--- config.mk ---
export PLATFORM = sky130hd
export DESIGN_NAME = delimited_field_extractor_top
export DESIGN_NICKNAME = d
export VERILOG_FILES = /design/src/rtl/dfe_pkg.sv /design/src/rtl/dfe_front.sv /design/src/rtl/dfe_queue.sv /design/src/rtl/dfe_back.sv /design/src/rtl/delimited_field_extractor_top.sv
export VERILOG_INCLUDE_DIRS = /design/src /design/src/rtl
export SDC_FILE = /design/constraint.sdc
export NUM_CORES = 1
export LEC_CHECK = 0
export ABC_AREA = 1
export BUFFER_PORTS_ARGS = -buffer_cell sky130_fd_sc_hd__buf_2
export CORE_UTILIZATION = 40
export DETAILED_ROUTE_END_ITERATION = 8
export PLACE_DENSITY = 0.62
export SKIP_LAST_GASP = 1
export SYNTH_ARGS = -nofsm -noshare
export SYNTH_HDL_FRONTEND = slang
export SYNTH_SLANG_ARGS = --single-unit
--- constraint.sdc ---
create_clock -name clk -period 4 [get_ports clk]
set_input_delay 0.2 -clock clk [delete_from_list [all_inputs] [get_ports clk]]
set_output_delay 0.2 -clock clk [all_outputs]
set_load 0.005 [all_outputs]
--- src/rtl/delimited_field_extractor_top_defines.svh ---
// Assertion macros shared by the field extractor RTL.
`ifndef DELIMITED_FIELD_EXTRACTOR_TOP_DEFINES_SVH
`define DELIMITED_FIELD_EXTRACTOR_TOP_DEFINES_SVH

// Same-cycle implication, checked outside reset.
`define DFE_ASSERT_IMPLY(label, clk, rst, ante, cons) \
  label: assert property (@(posedge clk) disable iff (rst) (ante) |-> (cons)) \
    else $error("dfe check failed: same-cycle implication");

// Next-cycle implication, checked outside reset.
`define DFE_ASSERT_NEXT(label, clk, rst, ante, cons) \
  label: assert property (@(posedge clk) disable iff (rst) (ante) |=> (cons)) \
    else $error("dfe check failed: next-cycle implication");

`endif

--- src/rtl/dfe_pkg.sv ---
// Shared types and constants for the delimited field extractor.
package dfe_pkg;

  localparam int FIELD_COUNT_BITS = 16;
  localparam int INDEX_BITS       = 16;
  localparam int CMP_BITS         = (FIELD_COUNT_BITS > INDEX_BITS) ? FIELD_COUNT_BITS
                                                                    : INDEX_BITS;

  localparam int Q_DEPTH    = 4;
  localparam int Q_PTR_BITS = $clog2(Q_DEPTH);
  localparam int Q_CNT_BITS = $clog2(Q_DEPTH + 1);

  localparam logic [7:0] CH_NUL = 8'h00;
  localparam logic [7:0] CH_TAB = 8'h09;
  localparam logic [7:0] CH_NL  = 8'h0A;
  localparam logic [7:0] CH_CR  = 8'h0D;
  localparam logic [7:0] CH_SP  = 8'h20;

  localparam logic [7:0]            DELIMITER_RESET   = 8'd44;
  localparam logic [7:0]            QUOTE_CHAR_RESET  = 8'd0;
  localparam logic [INDEX_BITS-1:0] FIELD_INDEX_RESET = INDEX_BITS'(1);

  typedef enum logic [1:0] {
    REG_DELIMITER   = 2'd0,
    REG_QUOTE_CHAR  = 2'd1,
    REG_FIELD_INDEX = 2'd2
  } reg_index_t;

  typedef enum logic [2:0] {
    PH_START  = 3'd0,
    PH_SCAN   = 3'd1,
    PH_QUOTED = 3'd2,
    PH_COPY   = 3'd3,
    PH_COPYQ  = 3'd4,
    PH_DONE   = 3'd5
  } phase_t;

  typedef struct packed {
    logic [7:0]            delimiter;
    logic [7:0]            quote_char;
    logic [INDEX_BITS-1:0] field_index;
  } cfg_t;

  typedef struct packed {
    logic [7:0] ch;
    logic       field_end;
    logic       field_found;
  } result_t;

  typedef struct packed {
    phase_t                      phase;
    logic [FIELD_COUNT_BITS-1:0] fields_passed;
  } front_status_t;

  typedef struct packed {
    logic                  full;
    logic                  empty;
    logic [Q_CNT_BITS-1:0] count;
  } queue_status_t;

endpackage

--- src/rtl/dfe_front.sv ---
// Front end: per-byte line parser that classifies each beat and emits results.
module dfe_front (
  input  logic                   clk,
  input  logic                   rst,
  input  dfe_pkg::cfg_t          cfg,
  input  logic                   accept,
  input  logic [7:0]             in_char,
  output logic                   push,
  output dfe_pkg::result_t       result,
  output dfe_pkg::front_status_t status
);

  dfe_pkg::phase_t                      phase;
  dfe_pkg::phase_t                      phase_next;
  logic [dfe_pkg::FIELD_COUNT_BITS-1:0] fields_passed;
  logic [dfe_pkg::FIELD_COUNT_BITS-1:0] fields_passed_next;
  logic [dfe_pkg::FIELD_COUNT_BITS-1:0] fields_inc;

  logic                           blank;
  logic                           brk;
  logic                           eol;
  logic                           is_delim;
  logic                           is_quote;
  logic                           target;
  logic [dfe_pkg::INDEX_BITS-1:0] index_m1;

  assign blank = (cfg.delimiter == dfe_pkg::CH_TAB) || (cfg.delimiter == dfe_pkg::CH_SP);
  assign brk   = (cfg.delimiter == dfe_pkg::CH_CR) || (cfg.delimiter == dfe_pkg::CH_NL);
  assign eol   = (in_char == dfe_pkg::CH_NUL) ||
                 (!brk && ((in_char == dfe_pkg::CH_CR) || (in_char == dfe_pkg::CH_NL)));

  always_comb begin
    if (blank) begin
      is_delim = (in_char == dfe_pkg::CH_TAB) || (in_char == dfe_pkg::CH_SP);
    end else if (brk) begin
      is_delim = (in_char == dfe_pkg::CH_CR) || (in_char == dfe_pkg::CH_NL);
    end else begin
      is_delim = (in_char == cfg.delimiter);
    end
  end

  assign is_quote = (cfg.quote_char != dfe_pkg::CH_NUL) && (in_char == cfg.quote_char);
  assign index_m1 = cfg.field_index - dfe_pkg::INDEX_BITS'(1);
  assign target   = (cfg.field_index != '0) &&
                    (dfe_pkg::CMP_BITS'(fields_passed) == dfe_pkg::CMP_BITS'(index_m1));

  // saturate at the top of the counter
  assign fields_inc = (fields_passed == '1) ? fields_passed
                                            : fields_passed + dfe_pkg::FIELD_COUNT_BITS'(1);

  // next state
  always_comb begin
    phase_next         = phase;
    fields_passed_next = fields_passed;
    if (eol) begin
      phase_next         = dfe_pkg::PH_START;
      fields_passed_next = '0;
    end else begin
      unique case (phase)
        dfe_pkg::PH_START: begin
          if (blank && is_delim) begin
            phase_next = dfe_pkg::PH_START;
          end else if (target) begin
            if (is_quote) begin
              phase_next = dfe_pkg::PH_COPYQ;
            end else if (is_delim) begin
              phase_next = dfe_pkg::PH_DONE;
            end else begin
              phase_next = dfe_pkg::PH_COPY;
            end
          end else if (is_delim) begin
            fields_passed_next = fields_inc;
            phase_next         = dfe_pkg::PH_START;
          end else if (is_quote) begin
            phase_next = dfe_pkg::PH_QUOTED;
          end else begin
            phase_next = dfe_pkg::PH_SCAN;
          end
        end
        dfe_pkg::PH_SCAN: begin
          if (is_delim) begin
            fields_passed_next = fields_inc;
            phase_next         = dfe_pkg::PH_START;
          end else if (is_quote) begin
            phase_next = dfe_pkg::PH_QUOTED;
          end
        end
        dfe_pkg::PH_QUOTED: begin
          if (is_quote) begin
            phase_next = dfe_pkg::PH_SCAN;
          end
        end
        dfe_pkg::PH_COPY: begin
          if (is_delim) begin
            phase_next = dfe_pkg::PH_DONE;
          end
        end
        dfe_pkg::PH_COPYQ: begin
          if (is_quote) begin
            phase_next = dfe_pkg::PH_DONE;
          end
        end
        dfe_pkg::PH_DONE: begin
          phase_next = dfe_pkg::PH_DONE;
        end
        default: begin
          phase_next = dfe_pkg::PH_START;
        end
      endcase
    end
  end

  // outputs
  always_comb begin
    logic emit;
    emit               = 1'b0;
    result.ch          = in_char;
    result.field_end   = 1'b0;
    result.field_found = 1'b1;
    if (eol) begin
      emit               = (phase != dfe_pkg::PH_DONE);
      result.ch          = dfe_pkg::CH_NUL;
      result.field_end   = 1'b1;
      result.field_found = (phase == dfe_pkg::PH_COPY) || (phase == dfe_pkg::PH_COPYQ);
    end else begin
      unique case (phase)
        dfe_pkg::PH_START: begin
          if (!(blank && is_delim) && target && !is_quote) begin
            emit = 1'b1;
            if (is_delim) begin
              result.ch        = dfe_pkg::CH_NUL;
              result.field_end = 1'b1;
            end
          end
        end
        dfe_pkg::PH_COPY: begin
          emit = 1'b1;
          if (is_delim) begin
            result.ch        = dfe_pkg::CH_NUL;
            result.field_end = 1'b1;
          end
        end
        dfe_pkg::PH_COPYQ: begin
          emit = 1'b1;
          if (is_quote) begin
            result.ch        = dfe_pkg::CH_NUL;
            result.field_end = 1'b1;
          end
        end
        default: begin
          emit = 1'b0;
        end
      endcase
    end
    push = accept && emit;
  end

  always_ff @(posedge clk) begin
    if (rst) begin
      phase         <= dfe_pkg::PH_START;
      fields_passed <= '0;
    end else if (accept) begin
      phase         <= phase_next;
      fields_passed <= fields_passed_next;
    end
  end

  assign status.phase         = phase;
  assign status.fields_passed = fields_passed;

endmodule

--- src/rtl/dfe_queue.sv ---
// Small result queue between the parser and the output stage.
module dfe_queue (
  input  logic                   clk,
  input  logic                   rst,
  input  logic                   push,
  input  dfe_pkg::result_t       push_data,
  input  logic                   pop,
  output dfe_pkg::result_t       pop_data,
  output dfe_pkg::queue_status_t status
);

  dfe_pkg::result_t                 entries [dfe_pkg::Q_DEPTH];
  logic [dfe_pkg::Q_PTR_BITS-1:0]   wr_ptr;
  logic [dfe_pkg::Q_PTR_BITS-1:0]   rd_ptr;
  logic [dfe_pkg::Q_CNT_BITS-1:0]   count;
  logic                             do_push;
  logic                             do_pop;

  assign status.full  = (count == dfe_pkg::Q_CNT_BITS'(dfe_pkg::Q_DEPTH));
  assign status.empty = (count == '0);
  assign status.count = count;

  assign do_push  = push && !status.full;
  assign do_pop   = pop && !status.empty;
  assign pop_data = entries[rd_ptr];

  always_ff @(posedge clk) begin
    if (do_push) begin
      entries[wr_ptr] <= push_data;
    end
  end

  always_ff @(posedge clk) begin
    if (rst) begin
      wr_ptr <= '0;
      rd_ptr <= '0;
      count  <= '0;
    end else begin
      if (do_push) begin
        wr_ptr <= (wr_ptr == dfe_pkg::Q_PTR_BITS'(dfe_pkg::Q_DEPTH - 1)) ? '0
                  : wr_ptr + dfe_pkg::Q_PTR_BITS'(1);
      end
      if (do_pop) begin
        rd_ptr <= (rd_ptr == dfe_pkg::Q_PTR_BITS'(dfe_pkg::Q_DEPTH - 1)) ? '0
                  : rd_ptr + dfe_pkg::Q_PTR_BITS'(1);
      end
      if (do_push && !do_pop) begin
        count <= count + dfe_pkg::Q_CNT_BITS'(1);
      end else if (do_pop && !do_push) begin
        count <= count - dfe_pkg::Q_CNT_BITS'(1);
      end
    end
  end

endmodule

--- src/rtl/dfe_back.sv ---
// Back end: output register that drains the result queue onto the output channel.
module dfe_back (
  input  logic                   clk,
  input  logic                   rst,
  input  dfe_pkg::queue_status_t q_status,
  input  dfe_pkg::result_t       q_data,
  output logic                   q_pop,
  output logic                   out_valid,
  input  logic                   out_ready,
  output dfe_pkg::result_t       out_data
);

  // load a new beat when the register is empty or its beat leaves this cycle
  assign q_pop = !q_status.empty && (!out_valid || out_ready);

  always_ff @(posedge clk) begin
    if (rst) begin
      out_valid <= 1'b0;
    end else if (q_pop) begin
      out_valid <= 1'b1;
    end else if (out_ready) begin
      out_valid <= 1'b0;
    end
  end

  always_ff @(posedge clk) begin
    if (q_pop) begin
      out_data <= q_data;
    end
  end

endmodule

--- src/rtl/delimited_field_extractor_top.sv ---
// Path: a result beat enters the result queue at the accepting edge, then the output register when it has room.
// Throughput: one input beat per cycle; the parser state step is the only loop.
// The 4-entry result queue stalls input only when full (output held off).
// Reset (rst, synchronous, active high): parser at line start, field count zero,
// queue and output register empty, registers to delimiter ',', no quote, field 1.
// Top level of the delimited field extractor: APB registers, parser, queue, output.
`include "delimited_field_extractor_top_defines.svh"

module delimited_field_extractor_top (
  input  logic        clk,
  input  logic        rst,

  // input channel: one byte of line text per beat
  input  logic        in_valid,
  output logic        in_ready,
  input  logic [7:0]  in_char,

  // output channel: one field byte or one end-of-field marker per beat
  output logic        out_valid,
  input  logic        out_ready,
  output logic [7:0]  out_char,
  output logic        field_end,
  output logic        field_found,

  // configuration port
  input  logic        psel,
  input  logic        penable,
  input  logic        pwrite,
  input  logic [3:0]  paddr,
  input  logic [31:0] pwdata,
  output logic [31:0] prdata,
  output logic        pready
);

  dfe_pkg::cfg_t          cfg;
  dfe_pkg::reg_index_t    reg_sel;
  logic                   cfg_write;

  logic                   in_accept;
  logic                   front_push;
  dfe_pkg::result_t       front_result;
  dfe_pkg::front_status_t front_status;

  logic                   q_pop;
  dfe_pkg::result_t       q_data;
  dfe_pkg::queue_status_t q_status;
  dfe_pkg::result_t       out_data;

  logic                   nul_accept;
  logic                   front_clear;

  // ------------------------------------------------------------------
  // Configuration registers: word addressed, no wait states.
  // ------------------------------------------------------------------
  assign pready    = 1'b1;
  assign reg_sel   = dfe_pkg::reg_index_t'(paddr[3:2]);
  assign cfg_write = psel && penable && pwrite && pready;

  always_ff @(posedge clk) begin
    if (rst) begin
      cfg.delimiter   <= dfe_pkg::DELIMITER_RESET;
      cfg.quote_char  <= dfe_pkg::QUOTE_CHAR_RESET;
      cfg.field_index <= dfe_pkg::FIELD_INDEX_RESET;
    end else if (cfg_write) begin
      unique case (reg_sel)
        dfe_pkg::REG_DELIMITER:   cfg.delimiter   <= pwdata[7:0];
        dfe_pkg::REG_QUOTE_CHAR:  cfg.quote_char  <= pwdata[7:0];
        dfe_pkg::REG_FIELD_INDEX: cfg.field_index <= pwdata[dfe_pkg::INDEX_BITS-1:0];
        default: begin
          // drop writes to unmapped addresses
        end
      endcase
    end
  end

  // read back; unmapped addresses read as zero
  always_comb begin
    unique case (reg_sel)
      dfe_pkg::REG_DELIMITER:   prdata = 32'(cfg.delimiter);
      dfe_pkg::REG_QUOTE_CHAR:  prdata = 32'(cfg.quote_char);
      dfe_pkg::REG_FIELD_INDEX: prdata = 32'(cfg.field_index);
      default:                  prdata = '0;
    endcase
  end

  // ------------------------------------------------------------------
  // Front: take a byte whenever the queue has room. The parser steps
  // once per accepted beat and pushes at most one result beat.
  // ------------------------------------------------------------------
  assign in_ready  = !q_status.full;
  assign in_accept = in_valid && in_ready;

  dfe_front u_front (
    .clk     (clk),
    .rst     (rst),
    .cfg     (cfg),
    .accept  (in_accept),
    .in_char (in_char),
    .push    (front_push),
    .result  (front_result),
    .status  (front_status)
  );

  // ------------------------------------------------------------------
  // Queue: decouples the parser from output back-pressure.
  // ------------------------------------------------------------------
  dfe_queue u_queue (
    .clk       (clk),
    .rst       (rst),
    .push      (front_push),
    .push_data (front_result),
    .pop       (q_pop),
    .pop_data  (q_data),
    .status    (q_status)
  );

  // ------------------------------------------------------------------
  // Back: registered output stage; advance when the consumer takes a beat.
  // ------------------------------------------------------------------
  dfe_back u_back (
    .clk       (clk),
    .rst       (rst),
    .q_status  (q_status),
    .q_data    (q_data),
    .q_pop     (q_pop),
    .out_valid (out_valid),
    .out_ready (out_ready),
    .out_data  (out_data)
  );

  assign out_char    = out_data.ch;
  assign field_end   = out_data.field_end;
  assign field_found = out_data.field_found;

  // ------------------------------------------------------------------
  // Checks
  // ------------------------------------------------------------------
  assign nul_accept  = in_accept && (in_char == dfe_pkg::CH_NUL);
  assign front_clear = (front_status.phase == dfe_pkg::PH_START) &&
                       (front_status.fields_passed == '0);

  // A NUL byte always ends the line: the parser restarts with a clear count.
  `DFE_ASSERT_NEXT(a_nul_restarts, clk, rst, nul_accept, front_clear)
  // The parser never pushes into a full queue.
  `DFE_ASSERT_IMPLY(a_no_overflow, clk, rst, front_push, !q_status.full)
  // A byte beat always belongs to a field that was reached.
  `DFE_ASSERT_IMPLY(a_byte_found, clk, rst, out_valid && !field_end, field_found)

endmodule

-- Word level (Yosys, flattened, before mapping)
Memories as Yosys holds them, arrays and structs flattened. A register that Yosys moved wholly into a read port is not among the register bits.
Index checks and enable logic that the tools add are counted.
- logic and storage cells: 129
- bits in writable memories: 40
- memories: 1
- memory bits (read-only): 0
- input bits: 51
- output and inout port bits: 45
- latch bits: 0
- register bits: 59
- add/subtract/negate cells: 6
- magnitude comparators: 0
- shift operators: 0
- eq/ne operators: 29
- multipliers: 0
- divide/modulo/power cells: 0
- bitwise logic cells: 0
- reduce and logical (&&, ||, !) cells: 45
- multiplexer cells: 39
- memory list (memory ; words ; bits a word ; rd ports ; clocked after Yosys merged registers in ; write ports ; line ; source):
    u_queue.entries ; 4 ; 10 ; 1 ; 1 ; 1 ; dfe_queue.sv:12 ; dfe_pkg::result_t entries [dfe_pkg::Q_DEPTH];
- operator list (operator ; count):
    $mux W16 ; 5
    $eq A8 B4 Y1 const B ; 6
    $pmux W16 S3 ; 1
    $mux W3 ; 13
    $mux W9 ; 4
    $pmux W16 S2 ; 1
    $pmux W9 S3 ; 1
    $pmux W3 S6 ; 1
    $add A16 B1 Y16 const B ; 1
    $eq A16 B16 Y1 ; 1
    $eq A16 B16 Y1 const B ; 1
    $eq A8 B6 Y1 const B ; 2
    $eq A8 B8 Y1 ; 2
    $reduce_bool A16 Y1 ; 1
    $sub A16 B1 Y16 const B ; 1
    $logic_and A1 B1 Y1 ; 15
    $eq A3 B3 Y1 const B ; 3
    $mux W1 ; 9
    $ne A3 B1 Y1 const B ; 3
    $logic_not A1 Y1 ; 8
    $logic_not A8 Y1 ; 1
    $reduce_bool A8 Y1 ; 1
    $logic_or A1 B1 Y1 ; 7
    $eq A2 B2 Y1 const B ; 3
    other kinds (19) ; 28

-- Longest topological paths before layout
- depth after elaboration: 17
- gate-level depth with buffers: 24
- gate-level depth less buffers: 24

-- By module
Synthesis repeated with hierarchy kept, for this count alone.
- cell total of the unflattened synthesis: 941
- area total of the unflattened synthesis: 6864.1 µm²
- by module, submodules not included (module ; seq. area each (µm²) ; instances ; cells an instance ; area each (µm²)):
    dfe_front ; 380.4 ; 1 ; 488 ; 2790.2
    dfe_queue ; 1381.3 ; 1 ; 168 ; 1990.7
    delimited_field_extractor_top ; 640.6 ; 1 ; 270 ; 1739.2
    dfe_back ; 320.3 ; 1 ; 15 ; 344.1

-- Worst setup path before layout
Ideal clock, no wire load.
- path type: reg-to-reg
- start: reg cfg[0] (netlist name)
- end: reg u_queue.count[2] (netlist name)
- setup slack: 1.253 ns
- library setup time: 0.070 ns
- path buffers: 0
- cell stages (with the launch flop): 25
- data arrival time: 2.677 ns
- data required time: 3.930 ns
- period minus slack after synthesis: 2.747 ns
- cell sequence: dfxtp_1 -> inv_2 -> ha_1 -> inv_1 -> nand2_1 -> nand2_1 -> nor2_1 -> nand3_1 -> nor2_1 -> nand2_1 -> nor2_1 -> nand3b_1 -> nor2_1 -> nand4_1 -> nand2_1 -> nand2_1 -> inv_1 -> ha_1 -> inv_1 -> fa_1 -> nor2_1 -> nor2_1 -> nand2_1 -> o21ai_0 -> a21oi_1
- word-level cells in the longest chain between the ends: 13
- elaborated cells between the ends (all ways): 16
- those cells by class: add/sub: 1; eq/ne: 1; mux: 4; reduce/logical: 10
- RTL lines (item ; line ; source):
    $sub A16 B1 Y16 ; dfe_front.sv:43 ; assign index_m1 = cfg.field_index - dfe_pkg::INDEX_BITS'(1);
    $eq A16 B16 Y1 ; dfe_front.sv:45 ; (dfe_pkg::CMP_BITS'(fields_passed) == dfe_pkg::CMP_BITS'(index_m1));
    $logic_and A1 B1 Y1 (*) ; dfe_front.sv:44 ; assign target = (cfg.field_index != '0) &&
    $logic_and A1 B1 Y1 (*) (2 in series) ; dfe_front.sv:128 ; if (!(blank && is_delim) && target && !is_quote) begin
    $mux W1 (*) ; dfe_front.sv:128 ;
    $pmux W1 S2 (*) ; dfe_front.sv:126 ; unique case (phase)
    $mux W1 (*) ; dfe_front.sv:120 ; if (eol) begin
    $logic_and A1 B1 Y1 (*) ; dfe_front.sv:155 ; push = accept && emit;
    $logic_and A1 B1 Y1 (*) ; dfe_queue.sv:23 ; assign do_push = push && !status.full;
    via u_queue.do_push ; dfe_queue.sv:16 ; logic do_push;
    $logic_not A1 Y1 ; dfe_queue.sv:49 ; end else if (do_pop && !do_push) begin
    $logic_and A1 B1 Y1 ; dfe_queue.sv:49 ;
    $reduce_bool A2 Y1 (no line) ; -- ;
    end signal, assigned ; dfe_queue.sv:48 ; count <= count + dfe_pkg::Q_CNT_BITS'(1);
    end signal, assigned ; dfe_queue.sv:50 ; count <= count - dfe_pkg::Q_CNT_BITS'(1);
    end, declared ; dfe_queue.sv:15 ; logic [dfe_pkg::Q_CNT_BITS-1:0] count;
The timed path passes the listed nets; every way through them passes the cells marked *.
A chain may end at the register's enable or synchronous reset.

-- Worst setup path after layout
- start: reg cfg[1] (netlist name)
- end: reg u_queue.count[2] (netlist name)
- word-level cells in the longest chain between the ends: 13
- elaborated cells between the ends (all ways): 16
- those cells by class: add/sub: 1; eq/ne: 1; mux: 4; reduce/logical: 10
- RTL lines (item ; line):
    $sub A16 B1 Y16 ; dfe_front.sv:43
    $eq A16 B16 Y1 ; dfe_front.sv:45
    $logic_and A1 B1 Y1 (*) ; dfe_front.sv:44
    $logic_and A1 B1 Y1 (*) (2 in series) ; dfe_front.sv:128
    $mux W1 (*) ; dfe_front.sv:128
    $pmux W1 S2 (*) ; dfe_front.sv:126
    $mux W1 (*) ; dfe_front.sv:120
    $logic_and A1 B1 Y1 (*) ; dfe_front.sv:155
    $logic_and A1 B1 Y1 (*) ; dfe_queue.sv:23
    via u_queue.do_push ; dfe_queue.sv:16
    $logic_not A1 Y1 ; dfe_queue.sv:49
    $logic_and A1 B1 Y1 ; dfe_queue.sv:49
    $reduce_bool A2 Y1 (no line) ; --
Marked as above.

==> impl_metrics.ini <==
[outcome]
outcome = completed

[sta]
skew_ns = 0.01055
finalSetupViolCount = 0
hold_viol = 0
finalCriticalPeriod_ns = 3.303
timing.final.max_slew_violations = 0
fmax_mhz = 302.7
rsz0062_at_grt = false
slew_headroom_pct = 25.05
setup-tns-final_ns = 0
worst_pin_slew_ns = 1.123
min_period_over_period_pct = 82.58

[logic_synthesis]
synthCells = 880
async_flop_share_pct = 0
synth_top_cell_area_share_pct = 23.60
ys.flop_type = dfxtp_1
synth_edf_count = 50
ys_seq_area_share_pct = 42.17
yosys-top-cells-area = edfxtp_1, dfxtp_1, nand2_1, nor2_1, inv_1
synth.distinct_cells = 42
postSynthAreaPerCell_um2 = 7.229
synth-seq-cells = 109
yosysTopAreaCell = edfxtp_1
syn-cell-area_mm2 = 0.006361
yosysWarnings = 0

[clock_tree]
clockBufferDepth = 2
postCtsSetupRepairBufs = 0
clock_latency_ns = 0.36
cts_resized = 0
cts_buffers = 9
cts_sinks = 109
cts_max_level = 3
root_buffer = clkbuf_16
clk_pin_slew_worst_paths_ns = 0.07
postCtsHoldBufs = 0
tritoncts = done

[global_route]
grt_pass1_wl_mm = 25.96
grt_pass1_vias = 5488
grt_antenna_before_repair = 0
grt_max_degree = 42
track_usage_pct = 20.24
overflow = 0

[route]
viasPerCell = 5.041
dr.first_iter.drc_count = 252
routed_wl_mm = 15.65
ant_nets = 0
dr.pass1.iters = 4
drcViolationCount = 0
wl_per_cell_um = 13.66
num_vias = 5772

[power]
p_leak_uw = 0.003086
vdd_ir_drop_max_v = 0.0002397
p_total_uw = 3394
power_density_mw_per_mm2 = 477.9

[placed_design]
gp_congestion = 0.8789
dp_hpwl_mm = 11.86
portBuffers = 60

[floorplanning]
start_util_pct = 41.38
die_area_mm2 = 0.01641
rows = 45
pin_count = 96
die-height_um = 128.1
die_x_um = 128.1
coreArea_mm2 = 0.01537

[critical_path]
cp-start-kind = register
crit_path_end_kind = register
cp_max_fo = 6
cpMostUsedCell = nand2_1
worstPathRequired_ns = 4.29
crit_path_top_delay_cell = fa_1
critPathMaxStageDelay_ns = 0.38
critPathKind = register to register
arrival_ns = 3.60
crit_chain = inv_1 -> ha_1 -> nand3_1 -> nor2_2 -> nand2_1 -> nand3_1 -> nand2_1 -> inv_1 -> nand4_1 -> nor2_1 -> nand4_1 -> nand2_1 -> nand2_1 -> inv_1 -> ha_1 -> inv_1 -> fa_1 -> nor2_1 -> nor2_1 -> nand2_1 -> o21ai_0 -> a21oi_1

[cells_and_area]
post-route-util_pct = 46.20
drive_gt1_share_pct = 10.71
fill_cells = 1610
area_growth_pct = 11.64
antenna_cells = 0
layout.nets = 989

[hold_path]
hp-class = input port to register

[job]
maxCapViolations = 0
[synth_stat cells (3+ instances only)]
master,n
nand2_1,186
nor2_1,135
inv_1,102
nand3_1,65
a21oi_1,59
dfxtp_1,59
o21ai_0,59
edfxtp_1,50
xor2_1,21
clkbuf_1,18
buf_4,17
nand4_1,14
nor3_1,13
o22ai_1,10
ha_1,8
nor4_1,6
o211ai_1,6
o221ai_1,6
nor2_2,5
buf_2,3
o21ai_1,3
xnor2_1,3
[critical path, delay by kind of cell, from the launching register on]
kind	cells	cell delay, ns
buffers and inverters	4	0.36
AND/OR/NAND/NOR	13	1.53
AO/OA/AOI/OAI	2	0.23
adder cells (fa/ha/maj)	3	0.81
flip-flops	1	0.31
[path summary, 6_finish.rpt]
kind	endpoint	start	cells after the start	slack [ns]
min	cfg[23]	pwdata[7]	3	0.10
max reg2reg	u_queue.count[2]	cfg[1]	22	0.70
min reg2reg	u_queue.count[2]	u_queue.count[2]	2	0.50
max	u_queue.count[2]	cfg[1]	22	0.70
[state kept, by name (all words and copies together) (netlist names)]
| name | count |
|---|---|
| u_queue.entries | 40 |
| u_queue.wr_ptr | 2 |
| u_front.phase | 3 |
| u_back.out_valid | 1 |
| u_queue.rd_ptr | 2 |
| cfg | 32 |
| u_front.fields_passed | 16 |
| u_back.out_data | 10 |
| u_queue.count | 3 |
[kinds of logic (layout without fill, tap and decap cells)]
group	after synthesis	after routing	share of synthesized area, %
XOR/XNOR	24	24	3.305
flip-flops	109	109	42.17
adder cells (fa/ha/maj)	9	9	1.888
buffers and inverters	148	187	10.13
AND/OR/NAND/NOR	436	436	29.19
AO/OA/AOI/OAI	152	152	13.20
other	2	17	0.1181
[stage by stage]
step	cells	cell area, um2	setup WS [ns]	hold WS (ns)
after floorplan	895	6417	1.253	0.3264
after global placement	1129	6780	0.7986	0.4629
after detailed placement	1129	6780	0.6982	0.4695
after CTS	1145	7102	0.6735	0.09424
after global routing	1145	7102	0.1642	0.1101
final	1145	7102	0.6966	0.1005
[area by class of cell]
| type | count | area, um2 | share of cell area (%) |
|---|---|---|---|
| Sequential cell | 109 | 2683 | 37.77 |
| Multi-Input combinational cell | 638 | 3090 | 43.52 |
| Tap cell | 211 | 264.0 | 3.717 |
| Clock buffer | 10 | 229.0 | 3.224 |
| Inverter | 104 | 390.4 | 5.497 |
| Timing Repair Buffer | 67 | 352.8 | 4.968 |
| Clock inverter | 6 | 92.59 | 1.304 |
[power by group]
part           switching, uW  internal (uW)  total (uW)
logic                    627            317         944
registers               75.7           1410        1480
clock network            413            556         968
total                   1110           2280        3390
[routing by layer]
| layer | global-route usage, % | vias to the layer above | part of all wire (%) |
|---|---|---|---|
| li1 | - | 2969 | - |
| met1 | 23.31 | 2658 | 44 |
| met2 | 36.45 | 115 | 49 |
| met3 | 4.758 | 30 | 3.9 |
| met4 | 7.197 | 0 | 2.6 |
| met5 | 0 | - | 0 |
[placed cells by master (no fill, tap or decap), types with 3 or more instances in the layout]
| cell | synthesis | layout |
|---|---|---|
| a21oi_1 | 59 | 59 |
| buf_2 | 3 | 60 |
| buf_4 | 17 | 7 |
| clkbuf_16 | 0 | 9 |
| conb_1 | 2 | 17 |
| dfxtp_1 | 59 | 59 |
| edfxtp_1 | 50 | 50 |
| ha_1 | 8 | 8 |
| inv_1 | 102 | 102 |
| nand2_1 | 186 | 186 |
| nand3_1 | 65 | 65 |
| nand4_1 | 14 | 14 |
| nor2_1 | 135 | 135 |
| nor2_2 | 5 | 5 |
| nor3_1 | 13 | 13 |
| nor4_1 | 6 | 6 |
| o211ai_1 | 6 | 6 |
| o21ai_0 | 59 | 59 |
| o21ai_1 | 3 | 3 |
| o221ai_1 | 6 | 6 |
| o22ai_1 | 10 | 10 |
| xnor2_1 | 3 | 3 |
| xor2_1 | 21 | 21 |
(Power assumes the default switching activity.)
